`config.mk`:
```
export PLATFORM = sky130hd
export DESIGN_NAME = efa_ctrl
export DESIGN_NICKNAME = d
export VERILOG_FILES = /design/src/rtl/efa_pkg.sv /design/src/rtl/efa_ctrl.sv
export VERILOG_INCLUDE_DIRS = /design/src /design/src/rtl
export SDC_FILE = /design/constraint.sdc
export NUM_CORES = 1
export LEC_CHECK = 0
export BUFFER_PORTS_ARGS = -buffer_cell sky130_fd_sc_hd__buf_2
export CORE_AREA = 4 4 41 43
export DETAILED_ROUTE_END_ITERATION = 8
export DIE_AREA = 0 0 45 47
export GPL_ROUTABILITY_DRIVEN = 0
export PLACE_DENSITY = 0.59
export SYNTH_ARGS = -nofsm -noshare
export SYNTH_HDL_FRONTEND = slang
export SYNTH_SLANG_ARGS = --single-unit
export TNS_END_PERCENT = 20
```
`constraint.sdc`:
```
create_clock -name clk -period 3.8 [get_ports clk]
set_input_delay 0.57 -clock clk [delete_from_list [all_inputs] [get_ports clk]]
set_output_delay 0.57 -clock clk [all_outputs]
set_load 0.1 [all_outputs]
```
`src/rtl/extent_first_fit_allocator_macros.svh`:
```
// ----------------------------------------------------------------------------
// extent first-fit allocator assertion macros
// shared concurrent checks, clocked on clk and held off during rst
// ----------------------------------------------------------------------------
`ifndef EXTENT_FIRST_FIT_ALLOCATOR_MACROS_SVH
`define EXTENT_FIRST_FIT_ALLOCATOR_MACROS_SVH

// same-cycle implication
`define EFA_ASSERT_HOLDS(label, ante, cons, msg) \
  label: assert property (@(posedge clk) disable iff (rst) (ante) |-> (cons)) \
    else $error(msg);

// next-cycle implication
`define EFA_ASSERT_NEXT(label, ante, cons, msg) \
  label: assert property (@(posedge clk) disable iff (rst) (ante) |=> (cons)) \
    else $error(msg);

`endif

```
`src/rtl/efa_pkg.sv`:
```
// ----------------------------------------------------------------------------
// efa_pkg
// types, widths and constants shared by the extent allocator modules
// ----------------------------------------------------------------------------
`timescale 1ns / 1ps

package efa_pkg;

  // configuration register widths
  localparam int TS_W      = 16;
  localparam int VS_W      = 24;
  localparam int SB_W      = 13;
  localparam int EB_W      = 7;
  localparam int CFG_W     = 24;
  localparam int CFG_IDX_W = 2;

  // word field widths
  localparam int REQ_W   = 24;
  localparam int GADDR_W = 32;
  localparam int ENTRY_W = 7;

  // internal arithmetic widths
  localparam int ADDR_W       = 34;
  localparam int LIMIT_W      = 33;
  localparam int PROD_W       = VS_W + SB_W;
  localparam int DIV_W        = 33;
  localparam int SECTOR_SHIFT = 9;

  localparam logic [LIMIT_W-1:0] LIMIT_CAP = 33'h1_0000_0000;

  localparam int DEFAULT_MAX_EXTENTS = 128;

  // configuration reset values
  localparam logic [TS_W-1:0] RST_TABLE_SECTOR   = 16'd201;
  localparam logic [VS_W-1:0] RST_VOLUME_SECTORS = 24'd2880;
  localparam logic [SB_W-1:0] RST_SECTOR_BYTES   = 13'd512;
  localparam logic [EB_W-1:0] RST_ENTRY_BYTES    = 7'd16;

  // configuration register indexes
  localparam logic [CFG_IDX_W-1:0] CFG_TABLE_SECTOR   = 2'd0;
  localparam logic [CFG_IDX_W-1:0] CFG_VOLUME_SECTORS = 2'd1;
  localparam logic [CFG_IDX_W-1:0] CFG_SECTOR_BYTES   = 2'd2;
  localparam logic [CFG_IDX_W-1:0] CFG_ENTRY_BYTES    = 2'd3;

  // command codes
  localparam logic CMD_ALLOCATE = 1'b0;
  localparam logic CMD_CLEAR    = 1'b1;

  typedef struct packed {
    logic             command;
    logic [REQ_W-1:0] request_length;
  } item_t;

  typedef struct packed {
    logic [GADDR_W-1:0] granted_address;
    logic [ENTRY_W-1:0] entry_index;
    logic               found;
    logic               table_full;
  } result_t;

  typedef enum logic [2:0] {
    ST_IDLE,
    ST_SETUP,
    ST_TEST,
    ST_SCAN,
    ST_PREDIV,
    ST_DIV,
    ST_JUMP
  } state_t;

  // controller to datapath
  typedef struct packed {
    logic capture;
    logic set_limit;
    logic test;
    logic scan_start;
    logic scan_run;
    logic div_init;
    logic div_step;
    logic jump;
    logic fin_found;
    logic fin_fail;
    logic fin_clear;
  } dp_cmd_t;

  // datapath to controller
  typedef struct packed {
    logic is_clear;
    logic cand_below;
    logic count_zero;
    logic scan_hit;
    logic scan_clear;
    logic div_last;
  } dp_sts_t;

endpackage

```
`src/rtl/efa_ctrl.sv`:
```
// ----------------------------------------------------------------------------
// efa_ctrl
// sequencer for setup, table scans, remainder steps and result issue
// ----------------------------------------------------------------------------
`timescale 1ns / 1ps
`include "extent_first_fit_allocator_macros.svh"

module efa_ctrl (
  input  logic              clk,
  input  logic              rst,
  input  logic              start,
  output logic              busy,
  input  efa_pkg::dp_sts_t  sts,
  output efa_pkg::dp_cmd_t  cmd
);

  efa_pkg::state_t state;
  efa_pkg::state_t state_next;

  always_ff @(posedge clk) begin
    if (rst) begin
      state <= efa_pkg::ST_IDLE;
    end else begin
      state <= state_next;
    end
  end

  always_comb begin
    state_next = state;
    cmd        = '0;
    busy       = 1'b1;
    case (state)
      efa_pkg::ST_IDLE: begin
        busy = 1'b0;
        if (start) begin
          cmd.capture = 1'b1;
          state_next  = efa_pkg::ST_SETUP;
        end
      end
      efa_pkg::ST_SETUP: begin
        if (sts.is_clear) begin
          cmd.fin_clear = 1'b1;
          state_next    = efa_pkg::ST_IDLE;
        end else begin
          cmd.set_limit = 1'b1;
          state_next    = efa_pkg::ST_TEST;
        end
      end
      efa_pkg::ST_TEST: begin
        cmd.test = 1'b1;
        if (!sts.cand_below) begin
          cmd.fin_fail = 1'b1;
          state_next   = efa_pkg::ST_IDLE;
        end else if (sts.count_zero) begin
          cmd.fin_found = 1'b1;
          state_next    = efa_pkg::ST_IDLE;
        end else begin
          cmd.scan_start = 1'b1;
          state_next     = efa_pkg::ST_SCAN;
        end
      end
      efa_pkg::ST_SCAN: begin
        cmd.scan_run = 1'b1;
        if (sts.scan_hit) begin
          state_next = efa_pkg::ST_PREDIV;
        end else if (sts.scan_clear) begin
          cmd.fin_found = 1'b1;
          state_next    = efa_pkg::ST_IDLE;
        end
      end
      efa_pkg::ST_PREDIV: begin
        cmd.div_init = 1'b1;
        state_next   = efa_pkg::ST_DIV;
      end
      efa_pkg::ST_DIV: begin
        cmd.div_step = 1'b1;
        if (sts.div_last) begin
          state_next = efa_pkg::ST_JUMP;
        end
      end
      efa_pkg::ST_JUMP: begin
        cmd.jump   = 1'b1;
        state_next = efa_pkg::ST_TEST;
      end
      default: begin
        state_next = efa_pkg::ST_IDLE;
      end
    endcase
  end

  `EFA_ASSERT_NEXT(a_finish_to_idle, cmd.fin_found || cmd.fin_fail || cmd.fin_clear,
    state == efa_pkg::ST_IDLE, "finish did not return to idle")
  `EFA_ASSERT_HOLDS(a_scan_has_entries, cmd.scan_run, !sts.count_zero,
    "table scan with empty table")

endmodule

```
; ---- After elaboration in Yosys (flattened, before gate mapping)
; Index checks and enable logic that the tools add are counted.
[totals]
input_bits = 9
ff_bits = 3
latchBits = 0
out_inout_bits = 12
rom_bits = 0
n_memories = 0
ramBits = 0
word_cells = 41
[op_classes]
mul = 0
n_lt_le_gt_ge = 0
n_eq_ne = 9
addsub = 0
bitwise_logic = 0
n_shift = 0
div = 0
mux = 29
reduce_logical = 2
[ops]
columns = op, n
row1 = 3-bit case mux with 7 select lines, 1
row2 = 1-bit 2-to-1 mux, 19
row3 = 3-bit 2-to-1 mux, 5
row4 = 3-bit equality test (second input constant), 3
row5 = 3-bit by 2-bit equality test with 1-bit output (second input constant), 2
row6 = 2-bit 2-to-1 mux, 3
row7 = 2-bit inequality test (second input constant), 2
row8 = 3-bit by 1-bit equality test with 1-bit output (second input constant), 1
row9 = 3-bit logical NOT, 1
row10 = 3-bit inequality test (second input constant), 1
row11 = 3-bit AND reduction, 1
row12 = 1-bit case mux with 2 select lines, 1

; ---- Logic depth before layout (Yosys ltp)
[depth]
depth_word = 3
ltp_mapped = 5
mapped_depth_nobuf = 3

; ---- Worst setup path after synthesis
; OpenSTA, ideal clock, no wires.
[synth_path]
path_kind = register to output
startpoint = register state[0]
endpoint = output cmd[0] (netlist bit)
stages_incl_launch_ff = 5
arrival_time_ns = 3.756
setup_slack_ns = -0.526
t_required_ns = 3.230
path_buffers = 2
cell_sequence = dfxtp_1 > buf_6 > inv_2 > clkbuf_1 > nor4b_1
[synth_lines]
columns = item, line
row1 = start: declaration, efa_ctrl.sv:17  ; efa_pkg::state_t state;
row2 = start signal: assignment, efa_ctrl.sv:22  ; state <= efa_pkg::ST_IDLE;
row3 = start signal: assignment, efa_ctrl.sv:24  ; state <= state_next;
row4 = end: declaration, efa_ctrl.sv:14  ; output efa_pkg::dp_cmd_t cmd

==> flow_summary.html <==
<table>
<tr><th>Metric</th><th>Value</th></tr>
<tr><th colspan="2">Run status</th></tr>
<tr><td>Status</td><td>finished, final reports clean</td></tr>
<tr><th colspan="2">Drt</th></tr>
<tr><td>DRT met1 WL</td><td>392 um</td></tr>
<tr><td>Final Routed Wirelength</td><td>903 um</td></tr>
<tr><td>Max Used Layer</td><td>met3</td></tr>
<tr><td>DRC violation count after routing</td><td>0</td></tr>
<tr><td>Number of violations reported at the end of detailed-routing iteration 0</td><td>11</td></tr>
<tr><td>Total via count in the routed design</td><td>375</td></tr>
<tr><td>Routed WL per cell</td><td>11.7 um</td></tr>
<tr><td>Met3 layer wire length in the routed design</td><td>116 um</td></tr>
<tr><td>Number of optimization iterations in the first detailed-route pass</td><td>4</td></tr>
<tr><td>Remaining antenna violation count</td><td>0</td></tr>
<tr><td>Routed length on met2</td><td>394 um</td></tr>
<tr><td>Vias per std cell</td><td>4.87</td></tr>
<tr><th colspan="2">Power</th></tr>
<tr><td>Internal power</td><td>0.0882 mW</td></tr>
<tr><td>Leakage Power</td><td>0.215 nW</td></tr>
<tr><td>Fraction of power consumed by the clock network</td><td>34.4%</td></tr>
<tr><td>Sequential share of power</td><td>22.8%</td></tr>
<tr><td>Power density over the cells</td><td>389 nW/um2</td></tr>
<tr><td>Switching power as a share of total power</td><td>47.2%</td></tr>
<tr><td>Combinational power share</td><td>42.8%</td></tr>
<tr><td>Switching Power</td><td>0.0789 mW</td></tr>
<tr><td>Highest ir drop seen on vdd</td><td>0.108 mV</td></tr>
<tr><td>Design Power</td><td>0.167 mW</td></tr>
<tr><th colspan="2">Floorplan</th></tr>
<tr><td>Area of the die</td><td>2120 um2</td></tr>
<tr><td>Number of primary I/O pins</td><td>21</td></tr>
<tr><td>Chip width</td><td>45 um</td></tr>
<tr><td>Count of standard-cell rows</td><td>13</td></tr>
<tr><td>Die height</td><td>47 um</td></tr>
<tr><td>Effective utilization at floorplan</td><td>23.1%</td></tr>
<tr><td>Core footprint</td><td>1300 um2</td></tr>
<tr><th colspan="2">Timing</th></tr>
<tr><td>TNS Setup</td><td>0 ns</td></tr>
<tr><td>Final setup vio count</td><td>0</td></tr>
<tr><td>Final period demand of the worst path</td><td>2.18 ns</td></tr>
<tr><td>Count of final hold-check violations</td><td>0</td></tr>
<tr><td>Setup slack after layout</td><td>1.62 ns</td></tr>
<tr><td>Final Skew</td><td>0.00278 ns</td></tr>
<tr><td>Setup repair after global routing missed its margin</td><td>false</td></tr>
<tr><td>Max-slew violation count</td><td>0</td></tr>
<tr><td>Share of the cycle needed by the critical path after routing</td><td>57.4%</td></tr>
<tr><td>Maximum achievable frequency</td><td>459 MHz</td></tr>
<tr><td>Max_slew headroom</td><td>67.7%</td></tr>
<tr><td>Least-Margin Pin Slew</td><td>0.487 ns</td></tr>
<tr><th colspan="2">Global route</th></tr>
<tr><td>First-pass GRT wire length</td><td>1280 um</td></tr>
<tr><td>Congestion Overflow GR</td><td>0</td></tr>
<tr><td>Antenna violations before repair</td><td>0</td></tr>
<tr><td>Total routing usage reported by global routing</td><td>8.60%</td></tr>
<tr><td>Vias in the first global route</td><td>300</td></tr>
<tr><td>Maximum number of pins on one net before global-route repair</td><td>13</td></tr>
<tr><th colspan="2">Clock network</th></tr>
<tr><td>CTS H-tree lvls</td><td>1</td></tr>
<tr><td>CTS Buf Count</td><td>3</td></tr>
<tr><td>Clock-pin slew on the worst setup and hold paths</td><td>0.04 ns</td></tr>
<tr><td>TritonCTS clock tree</td><td>built</td></tr>
<tr><td>Post-CTS repair timing setup buffer count</td><td>0</td></tr>
<tr><td>Number of instances resized during post-cts repair</td><td>0</td></tr>
<tr><td>CTS sink count</td><td>3</td></tr>
<tr><td>Root Buffer</td><td>sky130_fd_sc_hd__clkbuf_4</td></tr>
<tr><td>Post-CTS Hold Fix Bufs</td><td>0</td></tr>
<tr><td>Longest Clk Path Bufs</td><td>2</td></tr>
<tr><td>Clock latency reported for the late side of the worst-skew pair</td><td>0.24 ns</td></tr>
<tr><th colspan="2">Final layout</th></tr>
<tr><td>Flip-flop count of the largest register, all copies and words added</td><td>3</td></tr>
<tr><td>Post-layout net count</td><td>72</td></tr>
<tr><td>Share of post-route cells with drive strength above 1</td><td>45.2%</td></tr>
<tr><td>Most frequent cells in the layout</td><td>sky130_fd_sc_hd__buf_2, sky130_fd_sc_hd__nor2_1, sky130_fd_sc_hd__clkbuf_4, sky130_fd_sc_hd__dfxtp_1</td></tr>
<tr><td>Finished layout cell area</td><td>429 um2</td></tr>
<tr><td>Ant diodes</td><td>0</td></tr>
<tr><td>Area grow syn2layout</td><td>42.9%</td></tr>
<tr><td>Most common cell after layout, fill and taps aside</td><td>sky130_fd_sc_hd__buf_2</td></tr>
<tr><td>Final core utilization</td><td>33.0%</td></tr>
<tr><td>Largest register by flop count</td><td>state</td></tr>
<tr><td>Top Registers</td><td>state: 3 flops</td></tr>
<tr><th colspan="2">Yosys</th></tr>
<tr><td>Cell area after synthesis</td><td>300 um2</td></tr>
<tr><td>Synthesized instance count</td><td>42</td></tr>
<tr><td>Top-area cell type share of the netlist area</td><td>20.0%</td></tr>
<tr><td>Largest cells by area after synthesis</td><td>sky130_fd_sc_hd__dfxtp_1, sky130_fd_sc_hd__nor2_1, sky130_fd_sc_hd__a311oi_2, sky130_fd_sc_hd__and3_1, sky130_fd_sc_hd__nand2b_1</td></tr>
<tr><td>Synthesized netlist net count</td><td>51</td></tr>
<tr><td>Mean post-synth cell area</td><td>7.15 um2</td></tr>
<tr><td>Area leader, netlist</td><td>sky130_fd_sc_hd__dfxtp_1</td></tr>
<tr><td>Synth warnings</td><td>0</td></tr>
<tr><td>Number of synthesized register bits</td><td>3</td></tr>
<tr><td>Share of synthesized area occupied by flip-flops and latches</td><td>20.0%</td></tr>
<tr><td>Number of different library cells in the post-synthesis netlist</td><td>25</td></tr>
<tr><th colspan="2">Worst setup path</th></tr>
<tr><td>Flop2flop setup slack</td><td>2.22 ns</td></tr>
<tr><td>Worst setup path startpoint</td><td>state[0]$_SDFFE_PP0P_</td></tr>
<tr><td>Type of element launching the critical path</td><td>register</td></tr>
<tr><td>Launch point of the worst reg-to-reg path</td><td>state[0]$_SDFFE_PP0P_</td></tr>
<tr><td>Arrival time of data at the critical path endpoint</td><td>1.61 ns</td></tr>
<tr><td>Required time of the critical path</td><td>3.23 ns</td></tr>
<tr><td>Destination of the critical timing path</td><td>cmd[9]</td></tr>
<tr><td>Kind of end point of the critical path</td><td>primary output</td></tr>
<tr><td>Critical path class</td><td>register to primary output</td></tr>
<tr><td>Top fanout value on the critical path</td><td>11</td></tr>
<tr><td>Capture instance of the worst register-to-register path</td><td>state[0]$_SDFFE_PP0P_</td></tr>
<tr><td>Worst reg2reg path depth</td><td>3</td></tr>
<tr><th colspan="2">Placed design</th></tr>
<tr><td>Port Buffers</td><td>20</td></tr>
<tr><td>Placed wire-length estimate after detailed placement</td><td>688 um</td></tr>
<tr><td>Cell area after placement</td><td>403 um2</td></tr>
<tr><td>Post-placement setup slack</td><td>1.78 ns</td></tr>
<tr><th colspan="2">Worst hold path</th></tr>
<tr><td>Class of the tightest hold or removal check</td><td>primary input to register</td></tr>
<tr><th colspan="2">Job</th></tr>
<tr><td>Max-cap violations</td><td>0</td></tr>
</table>
-- logic make-up after synthesis --
family | count (synthesis) | synth area share (%)
AO/OA/AOI/OAI | 9 | 24.6
buffers and inverters | 7 | 11.2
flip-flops | 3 | 20.0
AND/OR/NAND/NOR | 23 | 44.2
-- worst max-delay path: stages, from the launching register on --
cell and delay [ns]:
sky130_fd_sc_hd__dfxtp_1 0.50, sky130_fd_sc_hd__inv_2 0.17, sky130_fd_sc_hd__nor4_1 0.24, sky130_fd_sc_hd__buf_2 0.47
-- power groups by stage --
stage               combinational, mW  sequential [mW]  clock (mW)
floorplan                      0.0638           0.0346           0
global placement               0.0706           0.0387           0
detailed placement             0.0713           0.0387           0
CTS                            0.0715           0.0382      0.0595
global route                   0.0743           0.0388      0.0631
finish                         0.0714           0.0381      0.0574
-- layer usage --
layer / vias up / track usage, %
li1: 191 / -
met1: 160 / 12.2
met2: 24 / 10.2
met3: 0 / 3.83
met4: 0 / 5.26
met5: - / 0
-- stage by stage --
stage | std cells | hold slack (ns)
floorplan | 42 | 0.566
global placement | 73 | 0.608
detailed placement | 73 | 0.607
CTS | 77 | 0.541
global route | 77 | 0.538
finish | 77 | 0.545
-- synthesized netlist by cell type --
library cell	n
sky130_fd_sc_hd__and3_1	2
sky130_fd_sc_hd__nor2_1	7
sky130_fd_sc_hd__a211o_1	1
sky130_fd_sc_hd__or4_4	1
sky130_fd_sc_hd__or3_1	1
sky130_fd_sc_hd__o211ai_1	1
sky130_fd_sc_hd__a311oi_2	1
sky130_fd_sc_hd__clkbuf_1	3
sky130_fd_sc_hd__a31oi_1	1
sky130_fd_sc_hd__a21oi_1	2
sky130_fd_sc_hd__buf_6	1
sky130_fd_sc_hd__dfxtp_1	3
sky130_fd_sc_hd__and3b_1	1
sky130_fd_sc_hd__nand3_1	2
sky130_fd_sc_hd__nor2b_1	2
sky130_fd_sc_hd__inv_1	2
sky130_fd_sc_hd__nor4_1	1
sky130_fd_sc_hd__o21bai_1	1
sky130_fd_sc_hd__inv_2	1
sky130_fd_sc_hd__nor4b_1	1
sky130_fd_sc_hd__o21ba_2	1
sky130_fd_sc_hd__nand3b_1	1
sky130_fd_sc_hd__nand2b_1	2
sky130_fd_sc_hd__a311oi_1	1
sky130_fd_sc_hd__nor3_1	2
-- layout make-up --
| type | count | area, um2 |
|---|---|---|
| Sequential cell | 3 | 60.1 |
| Clock buffer | 4 | 26.3 |
| Tap cell | 15 | 18.8 |
| Inverter | 3 | 11.3 |
| Timing Repair Buffer | 20 | 100 |
| Fill cell | 145 | 872 |
| Multi-Input combinational cell | 32 | 213 |
-- worst min path at each step --
stage,start,to,cells after the start
final,rst,state[2]$_SDFFE_PP0P_,2
after global routing,rst,state[1]$_SDFFE_PP0P_,2
after CTS,rst,state[1]$_SDFFE_PP0P_,2
after detailed placement,state[0]$_SDFFE_PP0P_,state[2]$_SDFFE_PP0P_,2
after global placement,state[0]$_SDFFE_PP0P_,state[2]$_SDFFE_PP0P_,2
after floorplan,state[0]$_SDFFE_PP0P_,state[2]$_SDFFE_PP0P_,3
No activity file was read; power rests on OpenSTA's default activity.
